--- config.mk ---
export PLATFORM = sky130hd
export DESIGN_NAME = modbus_rtu_frame_receiver_top
export DESIGN_NICKNAME = d
export VERILOG_FILES = /design/src/design/mbrtu_pkg.sv /design/src/design/modbus_rtu_frame_receiver_top.sv /design/src/design/mbrtu_cfg_regs.sv /design/src/design/mbrtu_engine.sv
export SDC_FILE = /design/constraint.sdc
export NUM_CORES = 1
export LEC_CHECK = 0
export BUFFER_PORTS_ARGS = -buffer_cell sky130_fd_sc_hd__buf_2
export CORE_ASPECT_RATIO = 0.7
export CORE_MARGIN = 2
export CORE_UTILIZATION = 30
export DETAILED_ROUTE_END_ITERATION = 8
export PLACE_DENSITY_LB_ADDON = 0.3
export REMOVE_ABC_BUFFERS = 1
export SETUP_SLACK_MARGIN = 0.2
export SYNTH_ARGS = -nofsm -noshare
export SYNTH_HDL_FRONTEND = slang
export SYNTH_SLANG_ARGS = --single-unit
--- constraint.sdc ---
create_clock -name clk_i -period 4.75 [get_ports clk_i]
set_clock_uncertainty 0.1 [all_clocks]
set_input_delay 0.95 -clock clk_i [delete_from_list [all_inputs] [get_ports clk_i]]
set_output_delay 0.95 -clock clk_i [all_outputs]
set_load 0.05 [all_outputs]
--- src/design/mbrtu_pkg.sv ---
// Shared types, codes and helper functions for the Modbus RTU frame receiver.
package mbrtu_pkg;

  localparam logic [15:0] CRC_INIT        = 16'hFFFF;
  localparam logic [15:0] CRC_POLY        = 16'hA001;
  localparam logic [15:0] TIMEOUT_DEFAULT = 16'd1000;
  localparam logic [15:0] QUIET_MAX       = 16'hFFFF;

  localparam logic [7:0] FC_READ_HOLDING = 8'h03;
  localparam logic [7:0] FC_WRITE_SINGLE = 8'h06;
  localparam logic [7:0] FC_WRITE_MULTI  = 8'h10;

  localparam logic [8:0] LEN_EXCEPTION = 9'd5;
  localparam logic [8:0] LEN_FIXED     = 9'd8;
  localparam logic [8:0] LEN_READ_BASE = 9'd5;
  localparam logic [8:0] LEN_MULTI_BASE = 9'd9;
  localparam logic [8:0] POS_CLIENT_CNT = 9'd3;
  localparam logic [8:0] POS_SERVER_CNT = 9'd7;

  typedef enum logic [1:0] {
    REQ_BYTE = 2'd0,
    REQ_TICK = 2'd1,
    REQ_SENT = 2'd2
  } req_e;

  typedef enum logic [1:0] {
    PH_IDLE = 2'd0,
    PH_RECV = 2'd1,
    PH_WAIT = 2'd2
  } phase_e;

  typedef enum logic [2:0] {
    EV_NONE    = 3'd0,
    EV_OK      = 3'd1,
    EV_CRC     = 3'd2,
    EV_UNSUP   = 3'd3,
    EV_OVF     = 3'd4,
    EV_TIMEOUT = 3'd5,
    EV_ACCEPT  = 3'd6
  } event_e;

  typedef enum logic {
    REG_ROLE    = 1'b0,
    REG_TIMEOUT = 1'b1
  } cfg_reg_e;

  typedef struct packed {
    logic [1:0] req_type;
    logic [7:0] rx_byte;
  } mb_in_t;

  typedef struct packed {
    logic [2:0] event_code;
    logic [7:0] data_byte;
    logic [7:0] byte_position;
    logic [7:0] unit_address;
    logic [7:0] function_code;
    logic [8:0] expected_len;
    logic [1:0] link_state;
  } mb_out_t;

  typedef struct packed {
    logic        role_is_server;
    logic [15:0] response_timeout_ticks;
  } cfg_t;

  typedef struct packed {
    logic       unsup;
    logic [8:0] len;
  } len_t;

  // Modbus CRC-16, reflected, one byte folded in.
  function automatic logic [15:0] crc_byte(logic [15:0] crc, logic [7:0] b);
    logic [15:0] c;
    c = crc ^ {8'h00, b};
    for (int i = 0; i < 8; i++) begin
      c = c[0] ? ((c >> 1) ^ CRC_POLY) : (c >> 1);
    end
    return c;
  endfunction

  // Expected frame length from the header; n is the byte count after this byte.
  function automatic len_t frame_len(logic [8:0] n, logic [7:0] cur, logic [7:0] fn,
                                     logic server);
    len_t       r;
    logic [7:0] base;
    r    = '{unsup: 1'b0, len: '0};
    base = {1'b0, fn[6:0]};
    if (n < 9'd2) begin
      r.len = '0;
    end else if (fn[7]) begin
      r.len = (n >= 9'd3) ? LEN_EXCEPTION : '0;
    end else if (server) begin
      case (base) inside
        FC_READ_HOLDING, FC_WRITE_SINGLE: r.len = LEN_FIXED;
        FC_WRITE_MULTI: r.len = (n == POS_SERVER_CNT) ? (LEN_MULTI_BASE + 9'(cur)) : '0;
        default: r.unsup = 1'b1;
      endcase
    end else begin
      case (base) inside
        FC_READ_HOLDING: r.len = (n == POS_CLIENT_CNT) ? (LEN_READ_BASE + 9'(cur)) : '0;
        FC_WRITE_SINGLE, FC_WRITE_MULTI: r.len = LEN_FIXED;
        default: r.unsup = 1'b1;
      endcase
    end
    return r;
  endfunction

endpackage

--- src/design/modbus_rtu_frame_receiver_top.sv ---
// Modbus RTU frame receiver: input register, frame engine, result register.
//
//   channel | direction | handshake                | beat
//   in      | input     | in_valid_i / in_ready_o  | mb_in_t  (req_type, rx_byte)
//   out     | output    | out_valid_o / out_ready_i| mb_out_t (event and frame status)
//   cfg     | input     | cfg_we_i                 | cfg_idx_i, cfg_wdata_i
//
// One beat per cycle while the output is not stalled; each input beat yields one
// output beat, through the input register and then the result register.
// The frame state updates in the cycle a beat moves from the input register into the
// result register, so the CRC and length logic sit in that single stage.
// A stalled output holds the result register; the input register still takes one
// more beat. Reset clears all frame state, config and both valid flags at once.
module modbus_rtu_frame_receiver_top #(
  parameter int BUF_DEPTH = 256
) (
  input  logic               clk_i,
  input  logic               rst_ni,
  input  logic               in_valid_i,
  output logic               in_ready_o,
  input  mbrtu_pkg::mb_in_t  in_data_i,
  output logic               out_valid_o,
  input  logic               out_ready_i,
  output mbrtu_pkg::mb_out_t out_data_o,
  input  logic               cfg_we_i,
  input  logic               cfg_idx_i,
  input  logic [15:0]        cfg_wdata_i
);
  import mbrtu_pkg::*;

  logic    in_vld_q;
  mb_in_t  in_q;
  logic    out_vld_q;
  mb_out_t out_q;
  logic    advance;
  cfg_t    cfg;
  mb_out_t res;

  assign advance    = in_vld_q && (!out_vld_q || out_ready_i);
  assign in_ready_o = !in_vld_q || advance;

  always_ff @(posedge clk_i or negedge rst_ni) begin
    if (!rst_ni) begin
      in_vld_q <= 1'b0;
    end else if (in_valid_i && in_ready_o) begin
      in_vld_q <= 1'b1;
    end else if (advance) begin
      in_vld_q <= 1'b0;
    end
  end

  always_ff @(posedge clk_i) begin
    if (in_valid_i && in_ready_o) begin
      in_q <= in_data_i;
    end
  end

  mbrtu_cfg_regs u_cfg (
    .clk_i       (clk_i),
    .rst_ni      (rst_ni),
    .cfg_we_i    (cfg_we_i),
    .cfg_idx_i   (cfg_idx_i),
    .cfg_wdata_i (cfg_wdata_i),
    .cfg_o       (cfg)
  );

  mbrtu_engine #(
    .BUF_DEPTH (BUF_DEPTH)
  ) u_engine (
    .clk_i     (clk_i),
    .rst_ni    (rst_ni),
    .step_en_i (advance),
    .item_i    (in_q),
    .cfg_i     (cfg),
    .res_o     (res)
  );

  always_ff @(posedge clk_i or negedge rst_ni) begin
    if (!rst_ni) begin
      out_vld_q <= 1'b0;
    end else if (advance) begin
      out_vld_q <= 1'b1;
    end else if (out_ready_i) begin
      out_vld_q <= 1'b0;
    end
  end

  always_ff @(posedge clk_i) begin
    if (advance) begin
      out_q <= res;
    end
  end

  assign out_valid_o = out_vld_q;
  assign out_data_o  = out_q;

endmodule

--- src/design/mbrtu_cfg_regs.sv ---
// Configuration registers: role select and client response timeout.
module mbrtu_cfg_regs (
  input  logic                clk_i,
  input  logic                rst_ni,
  input  logic                cfg_we_i,
  input  logic                cfg_idx_i,
  input  logic [15:0]         cfg_wdata_i,
  output mbrtu_pkg::cfg_t     cfg_o
);
  import mbrtu_pkg::*;

  logic        role_q;
  logic [15:0] timeout_q;

  always_ff @(posedge clk_i or negedge rst_ni) begin
    if (!rst_ni) begin
      role_q    <= 1'b0;
      timeout_q <= TIMEOUT_DEFAULT;
    end else if (cfg_we_i) begin
      unique case (cfg_reg_e'(cfg_idx_i))
        REG_ROLE:    role_q    <= cfg_wdata_i[0];
        REG_TIMEOUT: timeout_q <= cfg_wdata_i;
        default: ;
      endcase
    end
  end

  assign cfg_o = '{role_is_server: role_q, response_timeout_ticks: timeout_q};

endmodule

--- src/design/mbrtu_engine.sv ---
// Frame state, running CRC, length decode and event logic for one beat.
module mbrtu_engine #(
  parameter int BUF_DEPTH = 256
) (
  input  logic               clk_i,
  input  logic               rst_ni,
  input  logic               step_en_i,
  input  mbrtu_pkg::mb_in_t  item_i,
  input  mbrtu_pkg::cfg_t    cfg_i,
  output mbrtu_pkg::mb_out_t res_o
);
  import mbrtu_pkg::*;

  logic [8:0]  count_q, count_d;
  logic [8:0]  expect_q, expect_d;
  logic [15:0] crc_q, crc_d;
  logic [7:0]  addr_q, addr_d;
  logic [7:0]  func_q, func_d;
  phase_e      phase_q, phase_d;
  logic [15:0] quiet_q, quiet_d;

  event_e      ev;
  logic [7:0]  data;
  logic [7:0]  pos;
  logic [8:0]  flen;
  logic [8:0]  n;
  logic [8:0]  exp_cur;
  logic [15:0] crc_new;
  logic [15:0] quiet_inc;
  logic [15:0] limit;
  logic        buf_full;
  logic        sent_ok;
  len_t        len;

  assign buf_full  = 32'(count_q) >= BUF_DEPTH;
  assign n         = count_q + 9'd1;
  assign crc_new   = crc_byte(crc_q, item_i.rx_byte);
  assign quiet_inc = (quiet_q != QUIET_MAX) ? (quiet_q + 16'd1) : quiet_q;
  assign limit     = (cfg_i.response_timeout_ticks != '0) ? cfg_i.response_timeout_ticks
                                                          : TIMEOUT_DEFAULT;
  assign sent_ok   = cfg_i.role_is_server ? (phase_q == PH_IDLE || phase_q == PH_RECV)
                                          : (phase_q == PH_IDLE);

  always_comb begin
    count_d  = count_q;
    expect_d = expect_q;
    crc_d    = crc_q;
    addr_d   = addr_q;
    func_d   = func_q;
    phase_d  = phase_q;
    quiet_d  = quiet_q;
    ev       = EV_NONE;
    data     = '0;
    pos      = '0;
    flen     = expect_q;
    exp_cur  = expect_q;
    len      = '0;
    unique case (req_e'(item_i.req_type))
      REQ_BYTE: begin
        data = item_i.rx_byte;
        pos  = count_q[7:0];
        if (buf_full) begin
          // drop the byte and empty the buffer
          count_d  = '0;
          expect_d = '0;
          crc_d    = CRC_INIT;
          ev       = EV_OVF;
          flen     = '0;
        end else begin
          if (count_q == 9'd0) begin
            addr_d = item_i.rx_byte;
          end else if (count_q == 9'd1) begin
            func_d = item_i.rx_byte;
          end
          crc_d   = crc_new;
          count_d = n;
          quiet_d = '0;
          if (!cfg_i.role_is_server) begin
            phase_d = PH_WAIT;
          end else if (phase_q == PH_IDLE) begin
            phase_d = PH_RECV;
          end
          if (expect_q == '0) begin
            len = frame_len(n, item_i.rx_byte, func_d, cfg_i.role_is_server);
            if (len.unsup) begin
              count_d = '0;
              crc_d   = CRC_INIT;
              exp_cur = '0;
              ev      = EV_UNSUP;
            end else begin
              exp_cur = len.len;
            end
            expect_d = exp_cur;
          end
          flen = exp_cur;
          if (ev == EV_NONE && exp_cur != '0 && n >= exp_cur) begin
            ev       = (crc_new == '0) ? EV_OK : EV_CRC;
            count_d  = '0;
            crc_d    = CRC_INIT;
            expect_d = '0;
            phase_d  = PH_IDLE;
            quiet_d  = '0;
          end
        end
      end
      REQ_TICK: begin
        quiet_d = quiet_inc;
        if (!cfg_i.role_is_server && phase_q == PH_WAIT && quiet_inc >= limit) begin
          ev      = EV_TIMEOUT;
          phase_d = PH_IDLE;
          quiet_d = '0;
        end
      end
      REQ_SENT: begin
        if (sent_ok) begin
          phase_d  = cfg_i.role_is_server ? PH_IDLE : PH_WAIT;
          count_d  = '0;
          expect_d = '0;
          crc_d    = CRC_INIT;
          quiet_d  = '0;
          ev       = EV_ACCEPT;
          flen     = '0;
        end
      end
      default: ;
    endcase
  end

  always_ff @(posedge clk_i or negedge rst_ni) begin
    if (!rst_ni) begin
      count_q  <= '0;
      expect_q <= '0;
      crc_q    <= CRC_INIT;
      addr_q   <= '0;
      func_q   <= '0;
      phase_q  <= PH_IDLE;
      quiet_q  <= '0;
    end else if (step_en_i) begin
      count_q  <= count_d;
      expect_q <= expect_d;
      crc_q    <= crc_d;
      addr_q   <= addr_d;
      func_q   <= func_d;
      phase_q  <= phase_d;
      quiet_q  <= quiet_d;
    end
  end

  assign res_o = '{event_code:    ev,
                   data_byte:     data,
                   byte_position: pos,
                   unit_address:  addr_d,
                   function_code: func_d,
                   expected_len:  flen,
                   link_state:    phase_d};

endmodule

==> reports/results.ini, run 1 <==
[synthesis]
ys_seq_elements=143
syn_inst=732
synthArstFlopShare_pct=60.8
synth_flop_cell=dfrtp_1
ys_warn_count=0
avgSynthCellArea_sq_um=10.7
synthDistinctLibCells=71
netlist_area_sq_um=7800
seq_area_frac_synth_pct=49.8
synth_edf_count=56

[critical_path]
rrSetupSlack_ps=130
cp_common_cell=a21o_1
reg2reg_depth=23
cp-end-kind=flip-flop
slowest_delay_ps=530
critPathLaunch=u_engine.count_q[0]
r2r_start=u_engine.count_q[0]
worst-path-max-fanout=8
critPathLaunchType=flip-flop
rr_endpoint=u_engine.count_q[5]
critical_path_class=flip-flop to flip-flop
crit_chain=inv_2, ha_4, nor2_4, and4_4, buf_6, mux2_4, or4b_4, a21oi_2, o211a_1, or2_4, ha_4, nand2b_4, a21o_1, a21o_1, a21o_1, a21o_1, a2111oi_4, o21bai_2, o41ai_4, buf_4, buf_8, nand4_1, o311ai_4
crit_path_top_delay_cell=or4b_4
worstPathRequired_ps=4980
arrival_ps=4850

[timing]
slew_headroom_pct=36.0
finalHoldViolations=0
finalHoldWorstSlack_ps=370
fin_crit_sh_pct=97.3
drv_slew=0
rsz0062_at_grt=true
post-route-min-period_ps=4620
setup_viol=0
max_freq_mhz=216
setup_slack_ps=129
tightest_slew_ps=960

[routing]
drc_errors=0
wl_per_cell_um=17.7
totalWireLength_um=21400
ant_nets=0
vias=6079
vias_per_cell=5.02
dr.pass1.iters=5
dr.first_iter.drc_count=485

[die]
initial_core_util_pct=30.4
io_pins=80
coreArea_sq_um=25600
rows=49
die_area_sq_um=27300
die_w_um=197
die_h_um=139

[power_and_ir_drop]
intPower_mw=3.24
power.density_nw_per_um2=517
p_comb_share_pct=41.5
swShare_pct=36.9
seqPwrFrac_pct=33.8
p_sw_mw=1.89
pwr-share-clk_pct=24.7
peakVddDrop_uv=285
leakagePower_nw=4.25

[clocking]
cts_inserted_buffers=17
clk_pin_slew_ps=60
cts_hold_buf=0
cts-root-buf=clkbuf_16
htreeDepth=4
clockBufferDepth=2
cts_tree=done
clkLatencyLatePin_ps=430
clkSinkCount=143

[hold_path]
holdPathEnd=u_engine.addr_q[7]
hold_depth=2
hold_class=flip-flop to flip-flop
min_from=u_engine.addr_q[7]

[place]
gp_congestion=0.846
port-buffer-count=79
dp_cells=1164
dpl_worst_slack_ps=-86.2
place_hpwl_um=15100

[layout]
finalNetCount=930
instances_no_fill=1211
num-fill-cells=2526
synthToLayoutAreaGrowth_pct=27.4
drive_above_1_share_pct=34.4

[global_route]
antenna_found_initial=0
grt_usage_pct=15.9
grt_pass1_wl_um=33400
grt_max_degree=71
grt_pass1_vias=5848
grt-ovfl-total=0

[status]
status=finished clean

[run]
drv_cap=0

[cell usage after synthesis, drive strengths merged (14+ instances only)]
cell type	instances	share of area [%]
nand2	77	3.8
inv	21	1.0
clkbuf	27	1.3
a21oi	34	2.2
mux2	41	6.0
and2	20	1.6
dfstp	22	7.4
o21ai	26	1.7
dfrtp	65	21
ha	32	5.1
xnor2	33	3.7
a21o	15	1.4
nand3	23	1.5
a31oi	16	1.3
nor3	14	1.1
nor2	55	2.6
edfxtp	56	22
[power by group through the flow]
| stage | registers, mW | logic [mW] | clock network [mW] |
|---|---|---|---|
| 2_1_floorplan | 1.92 | 0.983 | 0 |
| 3_3_place_gp | 1.75 | 1.69 | 0 |
| 3_5_place_dp | 1.75 | 1.70 | 0 |
| 4_1_cts | 1.73 | 1.92 | 1.30 |
| 5_1_grt | 1.77 | 2.30 | 1.36 |
| 6_report | 1.74 | 2.13 | 1.27 |
[worst max-delay path, delay by kind of cell (launching register included)]
| kind | cells | cell delay (ps) |
|---|---|---|
| and+or+nand+nor | 6 | 1230 |
| AOI/OAI and AO/OA | 10 | 1620 |
| buffers and inverters | 4 | 500 |
| muxes | 1 | 280 |
| DFF | 1 | 420 |
| adders and majority gates | 2 | 350 |
[how the worst max path moves through the flow]
| stage | end | slack (ps) | cells past startpoint |
|---|---|---|---|
| finish | u_engine.count_q[5] | 130 | 23 |
| global route | u_engine.count_q[5] | -60 | 23 |
| CTS | u_engine.count_q[2] | 210 | 23 |
| detailed placement | u_engine.count_q[2] | -90 | 20 |
| global placement | u_engine.count_q[2] | 20 | 20 |
| floorplan | u_engine.count_q[5] | -250 | 20 |
[sequential cells by signal, indices dropped and copies added (netlist names)]
register,count
in_q,10
in_vld_q,1
out_data_o,46
out_valid_o,1
u_cfg.role_q,1
u_cfg.timeout_q,16
u_engine.addr_q,8
u_engine.count_q,9
u_engine.crc_q,16
u_engine.expect_q,9
u_engine.func_q,8
u_engine.phase_q,2
u_engine.quiet_q,16
[cell families (layout without fill, tap and decap cells)]
group	Yosys count	in the layout	synth area share (%)
flops	143	143	49.8
other cells	0	1	0
mux	44	44	6.35
buf+inv	60	207	3.42
simple gates	252	252	16.1
compound gates	156	156	14.1
fa+ha+maj	32	32	5.13
xor+xnor	45	45	5.05
[stage by stage]
step                util [%]  setup TNS (ps)  area, sq um  total power, mW
floorplan                  -           -4330         7610             2.90
global placement        34.7               0         8890             3.44
detailed placement      34.7            -389         8890             3.44
CTS                     37.8               0         9690             4.96
global route            38.8           -68.2         9930             5.43
finish                  38.8               0         9930             5.14
[what timing repair did]
action / in CTS / in global routing
pin swaps: 16 / 21
resized for setup: 30 / 41
buffers inserted: 10 / 3
setup endpoints to repair: 40 / 45
gates cloned: 1 / 0
[cell type report]
cell class                      instances  area [sq um]  share of cell area, %
Antenna cell                            1          2.50                 0.0252
Tap cell                              331           414                   4.17
Inverter                               21          78.8                  0.794
Sequential cell                       143          3890                   39.1
Clock inverter                         12          81.3                  0.819
Multi-Input combinational cell        529          3970                   39.9
Timing Repair Buffer                  154          1040                   10.4
Clock buffer                           20           468                   4.71
[cells in the final DEF (no fill, tap or decap), drive strengths merged, types with 7 or more instances in the layout]
master,Yosys,final
and2,20,20
dfrtp,65,65
nand3,23,23
a21o,15,15
nand2,77,77
buf,12,154
ha,32,32
edfxtp,56,56
mux2,41,41
nand4,12,12
a22o,12,12
a31oi,16,16
nor4,11,11
xnor2,33,33
dfstp,22,22
inv,21,26
and3,7,7
o22a,11,11
a21oi,34,34
nor2,55,55
xor2,12,12
o21ai,26,26
clkbuf,27,20
nand2b,9,9
nor3,14,14
[routing by layer]
metal	share of wire, %	GRT usage, %	vias to the layer above	wire (um)
met5	0	0	-	0
met4	1.1	4.43	0	237
met3	4.6	3.48	18	994
met2	40	20.4	131	8530
met1	54	26.0	2982	11600
li1	-	-	2948	-
(Power assumes the default switching activity.)
==> run 2, diff against run 1 <==
CELL_PAD_IN_SITES_DETAIL_PLACEMENT = 0   (was default)
CELL_PAD_IN_SITES_GLOBAL_PLACEMENT = 1   (was default)
==> reports/results.ini, run 2 (same netlist as run 1, synthesis figures left out) <==
[status]
status=finished clean

[die]
die_h_um=139  ; unchanged
initial_core_util_pct=30.4  ; unchanged
rows=49  ; unchanged
io_pins=80  ; unchanged
die_area_sq_um=27300  ; unchanged
die_w_um=197  ; unchanged
coreArea_sq_um=25600  ; unchanged

[layout]
largest_reg_flops=46  ; unchanged
num-fill-cells=2506  ; -0.79%
finalNetCount=939  ; +0.97%
layout_common_cells=78 x buf_2, 78 x buf_4, 73 x nand2_1
diodes=0  ; -1
multiInputGateArea_sq_um=3890  ; -1.9%
drive_above_1_share_pct=35.4  ; +1.0 points
regArea_sq_um=3890  ; about the same
synthToLayoutAreaGrowth_pct=27.5  ; about the same

[power_and_ir_drop]
intPower_mw=3.31  ; +2.2%
power.total_mw=5.17  ; +0.74%
pwr-share-clk_pct=27.3  ; +2.6 points
power.density_nw_per_um2=521  ; +0.66%
seqPwrFrac_pct=33.4  ; -0.4 points
peakVddDrop_uv=254  ; -11%
p_sw_mw=1.86  ; -1.8%
leakagePower_nw=4.27  ; +0.50%
swShare_pct=36.0  ; -0.92 points
p_comb_share_pct=39.3  ; -2.2 points

[timing]
setup_slack_ps=170  ; +41.1 ps
max_freq_mhz=218  ; +0.90%
fin_crit_sh_pct=96.4  ; -0.86 points
tightest_slew_ps=943  ; -16.7 ps
setup-tns-final_ps=0  ; unchanged
slew_headroom_pct=37.1  ; +1.0 points
setup_viol=0  ; unchanged
rsz0062_at_grt=true
post-route-min-period_ps=4580  ; -41.1 ps
finalHoldViolations=0  ; unchanged
drv_slew=0  ; unchanged
finalHoldWorstSlack_ps=369  ; -0.605 ps

[global_route]
grt_pass1_vias=5780  ; -1.2%
grt-ovfl-total=0  ; unchanged
grt_max_degree=65  ; -8.5%
grt_pass1_wl_um=34400  ; +3.1%
grt_usage_pct=16.7  ; +0.78 points
antenna_found_initial=0  ; unchanged

[clocking]
htreeDepth=4  ; unchanged
clockBufferDepth=2  ; unchanged
clk_pin_slew_ps=60  ; about the same
cts-root-buf=clkbuf_16
clkLatencyLatePin_ps=430  ; about the same
cts_tree=done
clkSinkCount=143  ; unchanged
cts_inserted_buffers=17  ; unchanged

[routing]
vias=6110  ; +0.51%
drc_errors=0  ; unchanged
dr.pass1.iters=5  ; unchanged
ant_nets=0  ; unchanged
dr.first_iter.drc_count=405  ; -16%
totalWireLength_um=22500  ; +5.2%
wl_per_cell_um=18.5  ; +4.5%
vias_per_cell=5.01  ; -0.15%

[critical_path]
critical_path_class=flip-flop to flip-flop
arrival_ps=4790  ; -60 ps
rrSetupSlack_ps=170  ; +40 ps
worst-path-buf-inv=3  ; -1
critPathLaunchType=flip-flop
worst-path-max-fanout=7  ; -1
cp_common_cell=a21o_1
rr_endpoint=u_engine.count_q[5]
cp.depth=20  ; -13%
slowest_delay_ps=550  ; +20 ps
worstPathRequired_ps=4960  ; -20 ps
cp-end-kind=flip-flop
reg2reg_depth=20  ; -13%
r2r_start=u_engine.count_q[1]
critPathLaunch=u_engine.count_q[1]
crit_path_end=u_engine.count_q[5]
crit_chain=buf_6, ha_4, nand4_1, o21ai_2, o211ai_2, or4b_4, buf_4, a21oi_2, a21oi_1, ha_1, a21o_1, a21o_1, a21o_1, a21o_1, a2111oi_4, o21bai_2, o41ai_4, buf_4, nand4_1, o311ai_2
crit_family=compound AO/OA/AOI/OAI gates
crit_path_top_delay_cell=or4b_4

[place]
place_hpwl_um=16100  ; +6.7%
gp_congestion=0.821  ; -2.9%
port-buffer-count=79  ; unchanged
dpl_worst_slack_ps=-84.9  ; +1.25 ps

[hold_path]
hold_class=flip-flop to flip-flop

[run]
drv_cap=0  ; unchanged

run 2: per-stage QoR:
step,instance area [sq um],instances,util (%)
floorplan,7610,693,-
global placement,8950,1172,34.9
detailed placement,8950,1172,34.9
CTS,9670,1211,37.8
global route,9940,1219,38.8
finish,9940,1219,38.8
run 2: worst min-delay path by stage:
stage / startpoint / end / slack (ps) / depth (start not counted)
after CTS: u_engine.addr_q[4] / u_engine.addr_q[4] / 370 / 2
after global placement: u_engine.addr_q[5] / u_engine.addr_q[5] / 350 / 2
final: u_engine.addr_q[4] / u_engine.addr_q[4] / 370 / 2
after floorplan: u_engine.addr_q[7] / u_engine.addr_q[7] / 340 / 2
after global routing: u_engine.addr_q[4] / u_engine.addr_q[4] / 390 / 2
after detailed placement: u_engine.addr_q[5] / u_engine.addr_q[5] / 360 / 2
run 2: power by group through the flow:
stage	clock network, mW	logic, mW	registers, mW
6_report	1.41	2.03	1.73
5_1_grt	1.50	2.20	1.76
4_1_cts	1.44	1.84	1.73
3_5_place_dp	0	1.76	1.75
3_3_place_gp	0	1.75	1.74
2_1_floorplan	0	0.983	1.92
run 2: cell type report:
type                    count  area share, %
clock inverters            14           1.81
multi-input cells         529           39.1
clock buffers              18           4.32
repair buffers            163           10.7
well taps                 331           4.17
inverters                  21          0.793
flip-flops and latches    143           39.1
run 2: worst reg2reg max path, stage by stage (launching register included):
cell,delay (ps)
dfrtp_1,390
buf_6,120
ha_4,170
nand4_1,200
o21ai_2,220
o211ai_2,160
or4b_4,550
buf_4,170
a21oi_2,150
a21oi_1,140
ha_1,290
a21o_1,170
a21o_1,150
a21o_1,150
a21o_1,200
a2111oi_4,340
o21bai_2,140
o41ai_4,150
buf_4,260
nand4_1,130
o311ai_2,130
run 2: repair_timing:
item | 4_1_cts | 5_1_grt
pin swaps | 9 | 31
hold buffers | 0 | 0
setup endpoints to repair | 40 | 56
buffers inserted | 7 | 8
resized for setup | 15 | 49
run 2: layer usage:
layer / track usage (%) / share of wire [%] / up-vias
li1: - / - / 2961
met1: 27.1 / 55 / 2978
met2: 21.8 / 39 / 157
met3: 3.60 / 5.3 / 14
met4: 4.27 / 0.76 / 0
met5: 0 / 0 / -
